`src/sv/ldgd_pkg.sv`:
```
package ldgd_pkg;

  localparam int SAMPLE_W  = 10;
  localparam int TIME_W    = 32;
  localparam int THR_W     = 11;
  localparam int LOOP_W    = 10;
  localparam int CAP_W     = 16;
  localparam int CFG_W     = 16;
  localparam int CFG_IDX_W = 2;
  localparam int CAL_CNT_W = 4;
  localparam int CAL_SUM_W = 14;

  typedef enum logic [CFG_IDX_W-1:0] {
    REG_THRESHOLD      = 2'd0,
    REG_LOOP_PERIOD    = 2'd1,
    REG_CAPTURE_PERIOD = 2'd2
  } cfg_reg_e;

  localparam logic CMD_CAL    = 1'b0;
  localparam logic CMD_DETECT = 1'b1;

  localparam logic [CAL_CNT_W-1:0] CAL_LAST   = 4'd9;   // tenth sample closes the batch
  localparam logic [SAMPLE_W-1:0]  SAMPLE_MAX = 10'd1023;
  localparam logic [LOOP_W-1:0]    LOOP_RST   = 10'd50;
  localparam logic [CAP_W-1:0]     CAP_RST    = 16'd1000;

  localparam int SIDE_MIN_MS = 100;
  localparam int SIDE_MAX_MS = 1000;

  typedef struct packed {
    logic done;
    logic detected;
  } scan_rsp_t;

endpackage

```
`src/sv/light_dip_gesture_detector.sv`:
```
// Light-dip gesture detector. Calibration beats (command 0) collect ten samples and set the
// reference to (sum - min - max) / 8. Detection beats (command 1) store the sample in a
// WINDOW_LENGTH-deep window RAM; while armed, a dip (reference minus sample) greater than
// threshold_counts starts a capture (threshold >= 0), and a dip less than it fires detected
// at once (threshold < 0). The first detection beat after capture_period_ms has elapsed is
// not stored; it scans the window RAM and reports evaluated = 1 with the gesture verdict.
// Calibration and plain detection beats pass through T_EXEC and T_OUT before the result
// is registered; an evaluating beat also waits in T_EVAL for the scan over the window RAM,
// which has a single read port (one read per cycle: a minimum pass over the window, then
// the rising and falling sides). Items are handled one at a time; a finished result waits
// in the output register while the next beat is taken. No clearing pass after reset is
// needed.
module light_dip_gesture_detector import ldgd_pkg::*; #(
  parameter int WINDOW_LENGTH = 64
) (
  input  logic                 clk_i,
  input  logic                 rst_ni,
  input  logic                 cfg_we_i,
  input  logic [CFG_IDX_W-1:0] cfg_idx_i,
  input  logic [CFG_W-1:0]     cfg_wdata_i,
  input  logic                 in_valid_i,
  output logic                 in_stall_o,
  input  logic                 command_i,
  input  logic [SAMPLE_W-1:0]  sample_i,
  input  logic [TIME_W-1:0]    now_ms_i,
  output logic                 out_valid_o,
  input  logic                 out_stall_i,
  output logic                 detected_o,
  output logic                 evaluated_o,
  output logic [SAMPLE_W-1:0]  reference_level_o
);

  localparam int W  = WINDOW_LENGTH;
  localparam int AW = $clog2(W);

  typedef enum logic [1:0] {T_IDLE, T_EXEC, T_EVAL, T_OUT} state_e;

  state_e                     state_q;
  logic signed [THR_W-1:0]    thr_q;
  logic [LOOP_W-1:0]          lp_q;
  logic [CAP_W-1:0]           cap_q;
  logic [AW-1:0]              wp_q;
  logic                       armed_q;
  logic [TIME_W-1:0]          cap_start_q;
  logic [SAMPLE_W-1:0]        ref_q;
  logic [CAL_CNT_W-1:0]       cal_cnt_q;
  logic [CAL_SUM_W-1:0]       cal_sum_q;
  logic [SAMPLE_W-1:0]        cal_min_q;
  logic [SAMPLE_W-1:0]        cal_max_q;
  logic                       res_det_q;
  logic                       res_ev_q;
  logic                       scan_start_q;
  logic                       out_valid_q;
  logic                       det_out_q;
  logic                       ev_out_q;
  logic [SAMPLE_W-1:0]        ref_out_q;

  logic                       cmd_q;
  logic [SAMPLE_W-1:0]        sample_q;
  logic [TIME_W-1:0]          now_q;

  logic [TIME_W-1:0]          elapsed;
  logic                       eval_hit;
  logic                       thr_pos;
  logic signed [SAMPLE_W+1:0] dip;
  logic signed [SAMPLE_W+1:0] thr_ext;
  logic [CAL_SUM_W-1:0]       sum_new;
  logic [SAMPLE_W-1:0]        min_new;
  logic [SAMPLE_W-1:0]        max_new;
  logic [CAL_SUM_W-1:0]       trimmed;
  logic [AW-1:0]              wp_next;
  logic                       wr_en;
  logic [AW-1:0]              wr_addr;
  logic                       can_load;
  scan_rsp_t                  scan_rsp;

  assign in_stall_o = (state_q != T_IDLE);

  always_ff @(posedge clk_i) begin
    if (in_valid_i && state_q == T_IDLE) begin
      cmd_q    <= command_i;
      sample_q <= sample_i;
      now_q    <= now_ms_i;
    end
  end

  assign elapsed  = now_q - cap_start_q;
  assign eval_hit = !armed_q && (elapsed >= TIME_W'(cap_q));
  assign thr_pos  = (thr_q > 0);
  assign dip      = $signed({2'b00, ref_q}) - $signed({2'b00, sample_q});
  assign thr_ext  = $signed({thr_q[THR_W-1], thr_q});

  assign sum_new = cal_sum_q + CAL_SUM_W'(sample_q);
  assign min_new = (sample_q < cal_min_q) ? sample_q : cal_min_q;
  assign max_new = (sample_q > cal_max_q) ? sample_q : cal_max_q;
  assign trimmed = sum_new - CAL_SUM_W'(min_new) - CAL_SUM_W'(max_new);

  // newest slot: old pointer when shifting, else the slot just behind it
  assign wp_next = (wp_q == AW'(W - 1)) ? '0 : wp_q + AW'(1);
  assign wr_addr = thr_pos ? wp_q : ((wp_q == '0) ? AW'(W - 1) : wp_q - AW'(1));
  assign wr_en   = (state_q == T_EXEC) && (cmd_q == CMD_DETECT) && !eval_hit;

  assign can_load = !out_valid_q || !out_stall_i;

  ldgd_scan #(
    .WINDOW_LENGTH(WINDOW_LENGTH)
  ) u_scan (
    .clk_i         (clk_i),
    .rst_ni        (rst_ni),
    .wr_en_i       (wr_en),
    .wr_addr_i     (wr_addr),
    .wr_data_i     (sample_q),
    .start_i       (scan_start_q),
    .wp_i          (wp_q),
    .loop_period_i (lp_q),
    .rsp_o         (scan_rsp)
  );

  always_ff @(posedge clk_i or negedge rst_ni) begin
    if (!rst_ni) begin
      state_q      <= T_IDLE;
      thr_q        <= '0;
      lp_q         <= LOOP_RST;
      cap_q        <= CAP_RST;
      wp_q         <= '0;
      armed_q      <= 1'b1;
      cap_start_q  <= '0;
      ref_q        <= '0;
      cal_cnt_q    <= '0;
      cal_sum_q    <= '0;
      cal_min_q    <= SAMPLE_MAX;
      cal_max_q    <= '0;
      res_det_q    <= 1'b0;
      res_ev_q     <= 1'b0;
      scan_start_q <= 1'b0;
      out_valid_q  <= 1'b0;
      det_out_q    <= 1'b0;
      ev_out_q     <= 1'b0;
      ref_out_q    <= '0;
    end else begin
      scan_start_q <= 1'b0;
      if (cfg_we_i) begin
        case (cfg_reg_e'(cfg_idx_i))
          REG_THRESHOLD:      thr_q <= cfg_wdata_i[THR_W-1:0];
          REG_LOOP_PERIOD:    lp_q  <= cfg_wdata_i[LOOP_W-1:0];
          REG_CAPTURE_PERIOD: cap_q <= cfg_wdata_i[CAP_W-1:0];
          default: ;
        endcase
      end
      if (out_valid_q && !out_stall_i) begin
        out_valid_q <= 1'b0;
      end
      case (state_q)
        T_IDLE: begin
          if (in_valid_i) begin
            state_q <= T_EXEC;
          end
        end
        T_EXEC: begin
          res_det_q <= 1'b0;
          res_ev_q  <= 1'b0;
          state_q   <= T_OUT;
          if (cmd_q == CMD_CAL) begin
            if (cal_cnt_q == CAL_LAST) begin
              ref_q     <= trimmed[SAMPLE_W+2:3];
              cal_cnt_q <= '0;
              cal_sum_q <= '0;
              cal_min_q <= SAMPLE_MAX;
              cal_max_q <= '0;
            end else begin
              cal_cnt_q <= cal_cnt_q + CAL_CNT_W'(1);
              cal_sum_q <= sum_new;
              cal_min_q <= min_new;
              cal_max_q <= max_new;
            end
          end else if (eval_hit) begin
            armed_q      <= 1'b1;
            res_ev_q     <= 1'b1;
            scan_start_q <= 1'b1;
            state_q      <= T_EVAL;
          end else begin
            if (thr_pos) begin
              wp_q <= wp_next;
            end
            if (armed_q) begin
              if (thr_q[THR_W-1]) begin
                res_det_q <= (dip < thr_ext);
              end else if (dip > thr_ext) begin
                cap_start_q <= now_q;
                armed_q     <= 1'b0;
              end
            end
          end
        end
        T_EVAL: begin
          if (scan_rsp.done) begin
            res_det_q <= scan_rsp.detected;
            state_q   <= T_OUT;
          end
        end
        T_OUT: begin
          if (can_load) begin
            out_valid_q <= 1'b1;
            det_out_q   <= res_det_q;
            ev_out_q    <= res_ev_q;
            ref_out_q   <= ref_q;
            state_q     <= T_IDLE;
          end
        end
        default: begin
          state_q <= T_IDLE;
        end
      endcase
    end
  end

  assign out_valid_o       = out_valid_q;
  assign detected_o        = det_out_q;
  assign evaluated_o       = ev_out_q;
  assign reference_level_o = ref_out_q;

  // scan verdict only arrives while the top waits for it
  a_scan_done_in_eval: assert property (@(posedge clk_i) disable iff (!rst_ni)
    scan_rsp.done |-> state_q == T_EVAL)
    else $error("scan verdict outside evaluation");

  // evaluation re-arms before the scan runs
  a_eval_armed: assert property (@(posedge clk_i) disable iff (!rst_ni)
    state_q == T_EVAL |-> armed_q && !wr_en)
    else $error("evaluation while disarmed or writing");

  // calibration beats never flag a detection or evaluation
  a_cal_quiet: assert property (@(posedge clk_i) disable iff (!rst_ni)
    (state_q == T_EXEC && cmd_q == CMD_CAL) |=> !res_det_q && !res_ev_q && state_q == T_OUT)
    else $error("calibration beat produced a flag");

endmodule

```
`src/sv/ldgd_scan.sv`:
```
module ldgd_scan import ldgd_pkg::*; #(
  parameter int WINDOW_LENGTH = 64
) (
  input  logic                             clk_i,
  input  logic                             rst_ni,
  input  logic                             wr_en_i,
  input  logic [$clog2(WINDOW_LENGTH)-1:0] wr_addr_i,
  input  logic [SAMPLE_W-1:0]              wr_data_i,
  input  logic                             start_i,
  input  logic [$clog2(WINDOW_LENGTH)-1:0] wp_i,
  input  logic [LOOP_W-1:0]                loop_period_i,
  output scan_rsp_t                        rsp_o
);

  localparam int W  = WINDOW_LENGTH;
  localparam int AW = $clog2(W);
  localparam int LW = $clog2(W + 1);
  localparam int PW = LW + LOOP_W;

  typedef enum logic [2:0] {
    S_IDLE, S_MIN, S_RISE_SET, S_RISE, S_FALL_SET, S_FALL, S_MUL, S_CHK
  } state_e;

  // window storage, sync read
  logic [SAMPLE_W-1:0] mem [W];
  logic [W-1:0]        vld_q;
  logic [SAMPLE_W-1:0] rd_q;
  logic                rd_vld_q;

  state_e              state_q;
  logic [AW-1:0]       iss_k_q;
  logic                iss_on_q;
  logic                pend_q;
  logic [AW-1:0]       pend_k_q;
  logic [SAMPLE_W-1:0] best_q;
  logic [SAMPLE_W-1:0] prev_q;
  logic [AW-1:0]       j_q;
  logic [LW-1:0]       len_q;
  logic [PW-1:0]       prod_q;
  logic                fall_q;
  logic                done_q;
  logic                det_q;

  logic                rd_en;
  logic [AW-1:0]       rd_k;
  logic [AW:0]         rd_sum;
  logic [AW-1:0]       rd_addr;
  logic [SAMPLE_W-1:0] val;
  logic                side_ok;

  // logical slot k sits at (wp + k) mod W
  assign rd_sum  = {1'b0, wp_i} + {1'b0, rd_k};
  assign rd_addr = (rd_sum >= (AW+1)'(W)) ? AW'(rd_sum - (AW+1)'(W)) : rd_sum[AW-1:0];
  assign val     = rd_vld_q ? rd_q : '0;
  assign side_ok = (prod_q >= PW'(SIDE_MIN_MS)) && (prod_q <= PW'(SIDE_MAX_MS));

  always_comb begin
    rd_en = 1'b0;
    rd_k  = iss_k_q;
    case (state_q)
      S_IDLE: begin
        rd_en = start_i;
        rd_k  = '0;
      end
      S_MIN, S_RISE, S_FALL: begin
        rd_en = iss_on_q;
      end
      S_RISE_SET: begin
        rd_en = 1'b1;
        rd_k  = j_q + AW'(1);
      end
      S_FALL_SET: begin
        rd_en = (j_q != '0);
        rd_k  = j_q - AW'(1);
      end
      default: begin
        rd_en = 1'b0;
      end
    endcase
  end

  always_ff @(posedge clk_i) begin
    if (wr_en_i) begin
      mem[wr_addr_i] <= wr_data_i;
    end
    if (rd_en) begin
      rd_q     <= mem[rd_addr];
      rd_vld_q <= vld_q[rd_addr];
    end
  end

  always_ff @(posedge clk_i or negedge rst_ni) begin
    if (!rst_ni) begin
      vld_q    <= '0;
      state_q  <= S_IDLE;
      iss_k_q  <= '0;
      iss_on_q <= 1'b0;
      pend_q   <= 1'b0;
      pend_k_q <= '0;
      best_q   <= '0;
      prev_q   <= '0;
      j_q      <= '0;
      len_q    <= '0;
      prod_q   <= '0;
      fall_q   <= 1'b0;
      done_q   <= 1'b0;
      det_q    <= 1'b0;
    end else begin
      if (wr_en_i) begin
        vld_q[wr_addr_i] <= 1'b1;
      end
      pend_q   <= rd_en;
      pend_k_q <= rd_k;
      done_q   <= 1'b0;
      case (state_q)
        S_IDLE: begin
          if (start_i) begin
            iss_k_q  <= AW'(1);
            iss_on_q <= 1'b1;
            state_q  <= S_MIN;
          end
        end
        // first minimum over slots 0..W-2
        S_MIN: begin
          if (iss_on_q) begin
            iss_k_q  <= iss_k_q + AW'(1);
            iss_on_q <= (iss_k_q != AW'(W - 2));
          end
          if (pend_q) begin
            if (pend_k_q == '0 || val < best_q) begin
              best_q <= val;
              j_q    <= pend_k_q;
            end
            if (pend_k_q == AW'(W - 2)) begin
              state_q <= S_RISE_SET;
            end
          end
        end
        S_RISE_SET: begin
          prev_q   <= best_q;
          iss_k_q  <= j_q + AW'(2);
          iss_on_q <= (j_q != AW'(W - 2));
          fall_q   <= 1'b0;
          state_q  <= S_RISE;
        end
        S_RISE: begin
          if (iss_on_q) begin
            iss_k_q  <= iss_k_q + AW'(1);
            iss_on_q <= (iss_k_q != AW'(W - 1));
          end
          if (pend_q) begin
            prev_q <= val;
            if (val < prev_q) begin
              len_q   <= LW'(pend_k_q) - LW'(j_q);
              state_q <= S_MUL;
            end else if (pend_k_q == AW'(W - 1)) begin
              len_q   <= LW'(W) - LW'(j_q);
              state_q <= S_MUL;
            end
          end
        end
        S_FALL_SET: begin
          fall_q <= 1'b1;
          if (j_q == '0) begin
            len_q   <= LW'(1);
            state_q <= S_MUL;
          end else begin
            iss_k_q  <= j_q - AW'(2);
            iss_on_q <= (j_q != AW'(1));
            state_q  <= S_FALL;
          end
        end
        // walk down from j-1; prev_q holds slot(pend_k + 1)
        S_FALL: begin
          if (iss_on_q) begin
            iss_k_q  <= iss_k_q - AW'(1);
            iss_on_q <= (iss_k_q != '0);
          end
          if (pend_q) begin
            prev_q <= val;
            if (pend_k_q != j_q - AW'(1) && prev_q > val) begin
              len_q   <= LW'(j_q) - LW'(pend_k_q) - LW'(1);
              state_q <= S_MUL;
            end else if (pend_k_q == '0) begin
              len_q   <= LW'(j_q);
              state_q <= S_MUL;
            end
          end
        end
        S_MUL: begin
          prod_q  <= PW'(len_q) * PW'(loop_period_i);
          state_q <= S_CHK;
        end
        S_CHK: begin
          if (!side_ok || fall_q) begin
            done_q  <= 1'b1;
            det_q   <= side_ok;
            state_q <= S_IDLE;
          end else begin
            state_q <= S_FALL_SET;
          end
        end
        default: begin
          state_q <= S_IDLE;
        end
      endcase
    end
  end

  assign rsp_o = '{done: done_q, detected: det_q};

endmodule

```
`config.mk`:
```
export PLATFORM = sky130hd
export DESIGN_NAME = light_dip_gesture_detector
export DESIGN_NICKNAME = d
export VERILOG_FILES = /design/src/sv/ldgd_pkg.sv /design/src/sv/light_dip_gesture_detector.sv /design/src/sv/ldgd_scan.sv
export SDC_FILE = /design/constraint.sdc
export NUM_CORES = 1
export LEC_CHECK = 0
export BUFFER_PORTS_ARGS = -buffer_cell sky130_fd_sc_hd__buf_2
export CAP_MARGIN = 25
export CORE_MARGIN = 3
export CORE_UTILIZATION = 30
export CTS_CLUSTER_DIAMETER = 100
export DETAILED_ROUTE_END_ITERATION = 6
export PLACE_DENSITY_LB_ADDON = 0.1
export SLEW_MARGIN = 15
export SYNTH_ARGS = -nofsm -noshare
export SYNTH_HDL_FRONTEND = slang
export SYNTH_SLANG_ARGS = --single-unit
```
`constraint.sdc`:
```
create_clock -name clk_i -period 9.2 [get_ports clk_i]
set_input_delay 0.92 -clock clk_i [delete_from_list [all_inputs] [get_ports clk_i]]
set_output_delay 0.92 -clock clk_i [all_outputs]
set_load 0.1 [all_outputs]
```
==> results of run 1 <==
[synthesized netlist by cell type (4+ instances only)]
cell	n
a211o_1	4
a211oi_1	23
a21boi_0	7
a21o_1	52
a21oi_1	144
a22o_1	5
a22oi_1	11
a31oi_1	11
and2_1	34
and3_1	9
buf_1	25
buf_2	22
clkbuf_1	92
dfrtp_1	255
dfstp_2	20
edfxtp_1	694
fa_1	55
ha_1	199
inv_1	239
mux2_2	77
mux2i_1	41
mux4_2	220
nand2_1	192
nand2b_1	23
nand3_1	42
nand4_1	18
nand4b_1	4
nor2_1	180
nor2b_1	33
nor3_1	37
nor3b_1	5
nor4_1	10
o211ai_1	13
o21a_1	12
o21ai_0	119
o21bai_1	77
o221ai_1	6
o22ai_1	19
o31ai_1	9
or3_1	9
xnor2_1	68
xor2_1	26
[layer usage]
metal / share of wire / vias to the layer above / global-route usage
met5: 0.000098 / - / 0
met4: 0.026 / 2 / 0.0435
met3: 0.044 / 189 / 0.0267
met2: 0.49 / 736 / 0.283
met1: 0.44 / 14500 / 0.228
li1: - / 12300 / -
[path summary, 6_finish.rpt]
check	slack, ns	start	to	cells past startpoint
min reg2reg	0.47	u_scan.vld_q[37]	u_scan.vld_q[37]	1
max reg2reg	2.74	now_q[5]	u_scan.mem[27][4]	19
min in group clk_i	0.36	now_ms_i[25]	now_q[25]	1
max	2.74	now_q[5]	u_scan.mem[27][4]	19
max in group asynchronous	7.57	rst_ni	cap_q[4]	2
min	0.17	rst_ni	cap_start_q[25]	1
[cells by family (layout without fill, tap and decap cells)]
group / count (synthesis) / count (layout) / share of synthesized area
AOI/OAI and AO/OA: 561 / 561 / 0.0788
and+or+nand+nor: 615 / 615 / 0.0618
adders and majority gates: 254 / 254 / 0.0774
other: 0 / 1 / 0
xor gates and xnor gates: 94 / 94 / 0.0177
buffers and inverters: 382 / 596 / 0.0320
muxes: 338 / 338 / 0.134
DFF: 969 / 969 / 0.598
[flip-flops by register name, indices dropped and copies added (netlist names), 11 cells and up]
name           count
u_scan.prod_q     17
u_scan.mem       640
cap_q             16
u_scan.vld_q      64
now_q             32
cap_start_q       32
thr_q             11
cal_sum_q         13
[per-stage QoR]
step	hold WS, ns	std cells	setup WS (ns)	utilization
4_1_cts	0.156	5442	2.60	0.347
5_1_grt	0.179	5457	2.23	0.348
6_report	0.167	5458	2.74	0.348
3_3_place_gp	0.453	5224	2.85	0.322
2_1_floorplan	0.438	3213	3.18	-
3_5_place_dp	0.457	5234	2.65	0.322
[cell type report]
cell class	instances	area (um^2)	share of cell area
Sequential cell	969	27700	0.522
Antenna cell	1	2.50	0.0000471
Timing Repair Buffer	148	983	0.0185
Tap cell	2030	2540	0.0478
Multi-Input combinational cell	1862	17200	0.325
Clock buffer	142	2930	0.0552
Inverter	240	901	0.0170
Clock inverter	66	766	0.0144
[layout by cell type (no fill, tap or decap), types with 13 or more instances in the layout]
cell type and instances:
clkbuf_1 27, nor2b_1 33, a21o_1 52, mux2_2 77, nand2_1 192, nor3_1 37
nand4_1 18, buf_2 78, dfrtp_1 255, xnor2_1 64, dfstp_2 20, edfxtp_1 694
xor2_1 26, inv_1 239, o22ai_1 19, mux2i_1 41, o21bai_1 77, fa_1 54
mux4_2 220, o211ai_1 13, clkinv_2 23, clkinv_1 20, nand2b_1 23, nand3_1 42
nor2_1 180, and2_1 33, ha_1 198, a211oi_1 23, buf_4 62, o21ai_0 118
clkbuf_16 111, a21oi_1 144
==> impl_metrics.env, run 1 <==
export IMPL_outcome="completed"
export IMPL_max_cap_viol_count=0
export IMPL_post_cts_buffers=0
export IMPL_cts_tree="done"
export IMPL_routed_via_density=5.08
export IMPL_synth_cell_types=83
export IMPL_final_area_um2=53100
export IMPL_cp_max_fo=32
export IMPL_synth_edf_count=694
export IMPL_syn_num_nets=3533
export IMPL_cp_data_required_time_ns=9.55
export IMPL_final_min_clock_period_ns=6.46
export IMPL_drc_errors=0
export IMPL_hp_class="primary input to asynchronous set/reset pin"
export IMPL_rsz0062_at_grt="false"
export IMPL_grt_pass1_vias=28800
export IMPL_cp_common_cell="a21o_1"
export IMPL_grt_usage=0.169
export IMPL_insertion_delay_ns=0.75
export IMPL_core_area_um2=153000
export IMPL_slew_headroom=0.299
export IMPL_synthCells=3213
export IMPL_n_fill_cell=14700
export IMPL_dieWidth_um=399
export IMPL_critPathKind="register to register"
export IMPL_die_area_um2=159000
export IMPL_crit_path_cell_trace="ha_1, a21o_1, nand4b_1, o31a_1, a21o_1, a21o_1, a31oi_1, xnor2_1, ha_1, and4_1, nand2_1, nor3_1, a221oi_1, o2111a_1, nand4_1, nor4_2, a21o_4, nand2_2, nor2_1"
export IMPL_critPathMaxStageDelay_ns=0.91
export IMPL_cp_top_family="simple AND/OR/NAND/NOR gates"
export IMPL_clockBufferDepth=3
export IMPL_drt_iter0_markers=1959
export IMPL_ctsHoldBuffers=0
export IMPL_period_share=0.702
export IMPL_antenna_left=0
export IMPL_area_growth_pct=14.5
export IMPL_io_buffers=79
export IMPL_avgSynthCellArea_um2=14.4
export IMPL_drv_slew=0
export IMPL_max_freq_mhz=155
export IMPL_cp_start_kind="register"
export IMPL_finClkSkew_ns=0.0847
export IMPL_dp_hpwl_um=89500
export IMPL_nets=3651
export IMPL_cts_htree_levels=3
export IMPL_cts_root_buf="clkbuf_16"
export IMPL_hold_viol=0
export IMPL_rows=143
export IMPL_wl_per_cell_um=24.4
export IMPL_yosys_warnings=0
export IMPL_seq_area_frac_synth=0.598
export IMPL_die_height_um=399
export IMPL_synth_seq_cells=969
export IMPL_synth_area_leader_cell="edfxtp_1"
export IMPL_antenna_found_initial=4
export IMPL_grt_pass1_wl_um=199000
export IMPL_setup_violations_final=0
export IMPL_firstDrtPassIters=7
export IMPL_cp_end_kind="register"
export IMPL_cts_clk_slew_worst_paths_ns=0.05
export IMPL_ys_flop_type="edfxtp_1"
export IMPL_synthesis_area_um2=46400
export IMPL_ctsResizeCount=0
export IMPL_finalWirelength_um=133000
export IMPL_netlist_area_leader_share=0.449
export IMPL_place_congestion=0.814
export IMPL_overflow=0
export IMPL_synthTopCellsByArea="edfxtp_1 (45%), dfrtp_1 (14%), mux4_2 (11%)"
export IMPL_initial_core_util=0.304
export IMPL_num_vias=27700
export IMPL_clock_sinks=969
export IMPL_synthArstFlopShare=0.284
export IMPL_crit_buf_inv=0
export IMPL_tightest_slew_ns=1.05
export IMPL_cts_buffers=110
export IMPL_io_pins=80
export IMPL_drive_gt1_frac=0.190
export IMPL_cpMaxStageDelayCell="nor2_1"
export IMPL_grt_max_degree=97
export IMPL_setup_tns_ns=0
export IMPL_cp_arrival_ns=6.81
export IMPL_postPlaceCellArea_um2=49300
Power of run 1 is left out: the tool's default activity adds up to more than one toggle a clock period on the data nets, which glitch-free logic cannot reach.
==> inputs of run 2 (changes only) <==
==> constraint.sdc (replaced) <==
create_clock -name clk_i -period 5.95 [get_ports clk_i]
set_input_delay 0.595 -clock clk_i [delete_from_list [all_inputs] [get_ports clk_i]]
set_output_delay 0.595 -clock clk_i [all_outputs]
set_load 0.1 [all_outputs]
==> impl_metrics.env, run 2 (synthesized netlist as in run 1, its figures left out) <==
export IMPL_insertion_delay_ns=0.75
export IMPL_hp_class="primary input to register"
export IMPL_firstDrtPassIters=6
export IMPL_wl_per_cell_um=24.2
export IMPL_finalWirelength_um=135000
export IMPL_io_pins=80
export IMPL_place_congestion=0.839
export IMPL_crit_buf_inv=2
export IMPL_cts_htree_levels=3
export IMPL_grt_pass1_wl_um=201000
export IMPL_max_freq_mhz=178
export IMPL_drc_errors=0
export IMPL_finClkSkew_ns=0.0871
export IMPL_drv_slew=0
export IMPL_reg2reg_slack_ns=0.32
export IMPL_clock_sinks=969
export IMPL_slew_headroom=0.313
export IMPL_setup_violations_final=0
export IMPL_clockBufferDepth=3
export IMPL_drt_iter0_markers=2084
export IMPL_largest_reg_flops=640
export IMPL_top_register="u_scan.mem"
export IMPL_rows=143
export IMPL_cp_end_kind="register"
export IMPL_hp_start="now_ms_i[10]"
export IMPL_initial_core_util=0.304
export IMPL_grt_max_degree=154
export IMPL_cp_top_family="compound AO/OA/AOI/OAI gates"
export IMPL_final_common_cell="edfxtp_1"
export IMPL_hold_viol=0
export IMPL_nets=3777
export IMPL_max_cap_viol_count=0
export IMPL_crit_path_cell_trace="ha_1, and4_1, o21ai_0, nand4b_1, o31a_1, a21o_1, a21o_1, a31oi_1, xnor2_1, ha_1, and4_1, nand2_1, nor3_1, a221oi_1, o2111a_1, nand4_1, nor4_4, a21o_4, nand2_2, buf_4, nor2_1, buf_4"
export IMPL_final_cell_mix="edfxtp_1 (694), dfrtp_1 (255), inv_1 (239), mux4_2 (220), ha_1 (198)"
export IMPL_critPathKind="register to register"
export IMPL_cts_tree="done"
export IMPL_io_buffers=79
export IMPL_dieWidth_um=399
export IMPL_hold_depth=1
export IMPL_setup_worst_path_start="now_q[5]"
export IMPL_period_share=0.946
export IMPL_cp_start_kind="register"
export IMPL_largestRegisters="u_scan.mem (640), u_scan.vld_q (64)"
export IMPL_final_min_clock_period_ns=5.63
export IMPL_antenna_left=0
export IMPL_critPathMaxStageDelay_ns=0.40
export IMPL_antenna_found_initial=1
export IMPL_cts_clk_slew_worst_paths_ns=0.05
export IMPL_outcome="completed"
export IMPL_grt_usage=0.170
export IMPL_grt_pass1_vias=29500
export IMPL_num_vias=28100
export IMPL_reg2regPathDepth=22
export IMPL_rsz0062_at_grt="false"
export IMPL_r2r_start="now_q[5]"
export IMPL_cts_root_buf="clkbuf_16"
export IMPL_cp_arrival_ns=6.03
export IMPL_cp_data_required_time_ns=6.35
export IMPL_routed_via_density=5.03
export IMPL_die_height_um=399
export IMPL_drive_gt1_frac=0.206
export IMPL_cts_buffers=110
export IMPL_core_area_um2=153000
export IMPL_dp_hpwl_um=90600
export IMPL_r2r_end="u_scan.mem[34][0]"
export IMPL_tightest_slew_ns=1.03
export IMPL_setup_tns_ns=0
export IMPL_hold_end="now_q[10]"
export IMPL_overflow=0
export IMPL_die_area_um2=159000
export IMPL_cpMaxStageDelayCell="o31a_1"
export IMPL_cp_max_fo=32
export IMPL_area_growth_pct=16.9
==> run 2: final cells by class <==
class | count | area, um^2
Inverter | 240 | 901
Sequential cell | 969 | 27700
Clock inverter | 63 | 732
Fill cell | 14700 | 98500
Multi-Input combinational cell | 1862 | 17300
Timing Repair Buffer | 274 | 2160
Tap cell | 2030 | 2540
Antenna cell | 1 | 2.50
Clock buffer | 144 | 2920
==> run 2: worst max path at each step <==
stage | depth (start not counted) | to
6_report | 22 | u_scan.mem[34][0]
5_1_grt | 22 | u_scan.mem[34][0]
4_1_cts | 21 | u_scan.mem[53][5]
3_5_place_dp | 22 | u_scan.mem[53][6]
3_3_place_gp | 22 | u_scan.mem[51][5]
2_1_floorplan | 25 | ref_q[9]
==> run 2: worst reg2reg max path: cells and delay by family (launching register included) <==
| kind | cells | cell delay, ns |
|---|---|---|
| AO/OA/AOI/OAI | 8 | 1.96 |
| flip-flops | 1 | 0.39 |
| buffers and inverters | 2 | 0.49 |
| XOR/XNOR | 1 | 0.15 |
| AND/OR/NAND/NOR | 9 | 1.64 |
| adder cells (fa/ha/maj) | 2 | 0.64 |
==> run 2: what timing repair did <==
action	4_1_cts	5_1_grt
setup buffers	0	2
setup endpoints to repair	0	435
hold buffers	39	0
gates resized for setup	0	2
endpoints found under the hold margin	103	0
==> run 2: per-stage QoR <==
| step | area, um^2 | instances | hold slack [ns] | util | setup WS [ns] |
|---|---|---|---|---|---|
| 2_1_floorplan | 46400 | 3213 | 0.299 | - | 0.00782 |
| 3_3_place_gp | 50100 | 5329 | 0.453 | 0.328 | 0.254 |
| 3_5_place_dp | 50100 | 5331 | 0.457 | 0.328 | 0.181 |
| 4_1_cts | 54200 | 5577 | 0.00361 | 0.354 | 0.132 |
| 5_1_grt | 54300 | 5582 | 0.0161 | 0.355 | 0.0138 |
| 6_report | 54300 | 5583 | 0.0670 | 0.355 | 0.322 |
==> run 2: layer usage <==
layer	GRT usage	vias up	part of all wire
met3	0.0254	191	0.043
met2	0.288	736	0.49
met1	0.228	14600	0.44
li1	-	12600	-
met4	0.0442	0	0.025
met5	0	-	0
Power of run 2 is left out for the same reason.
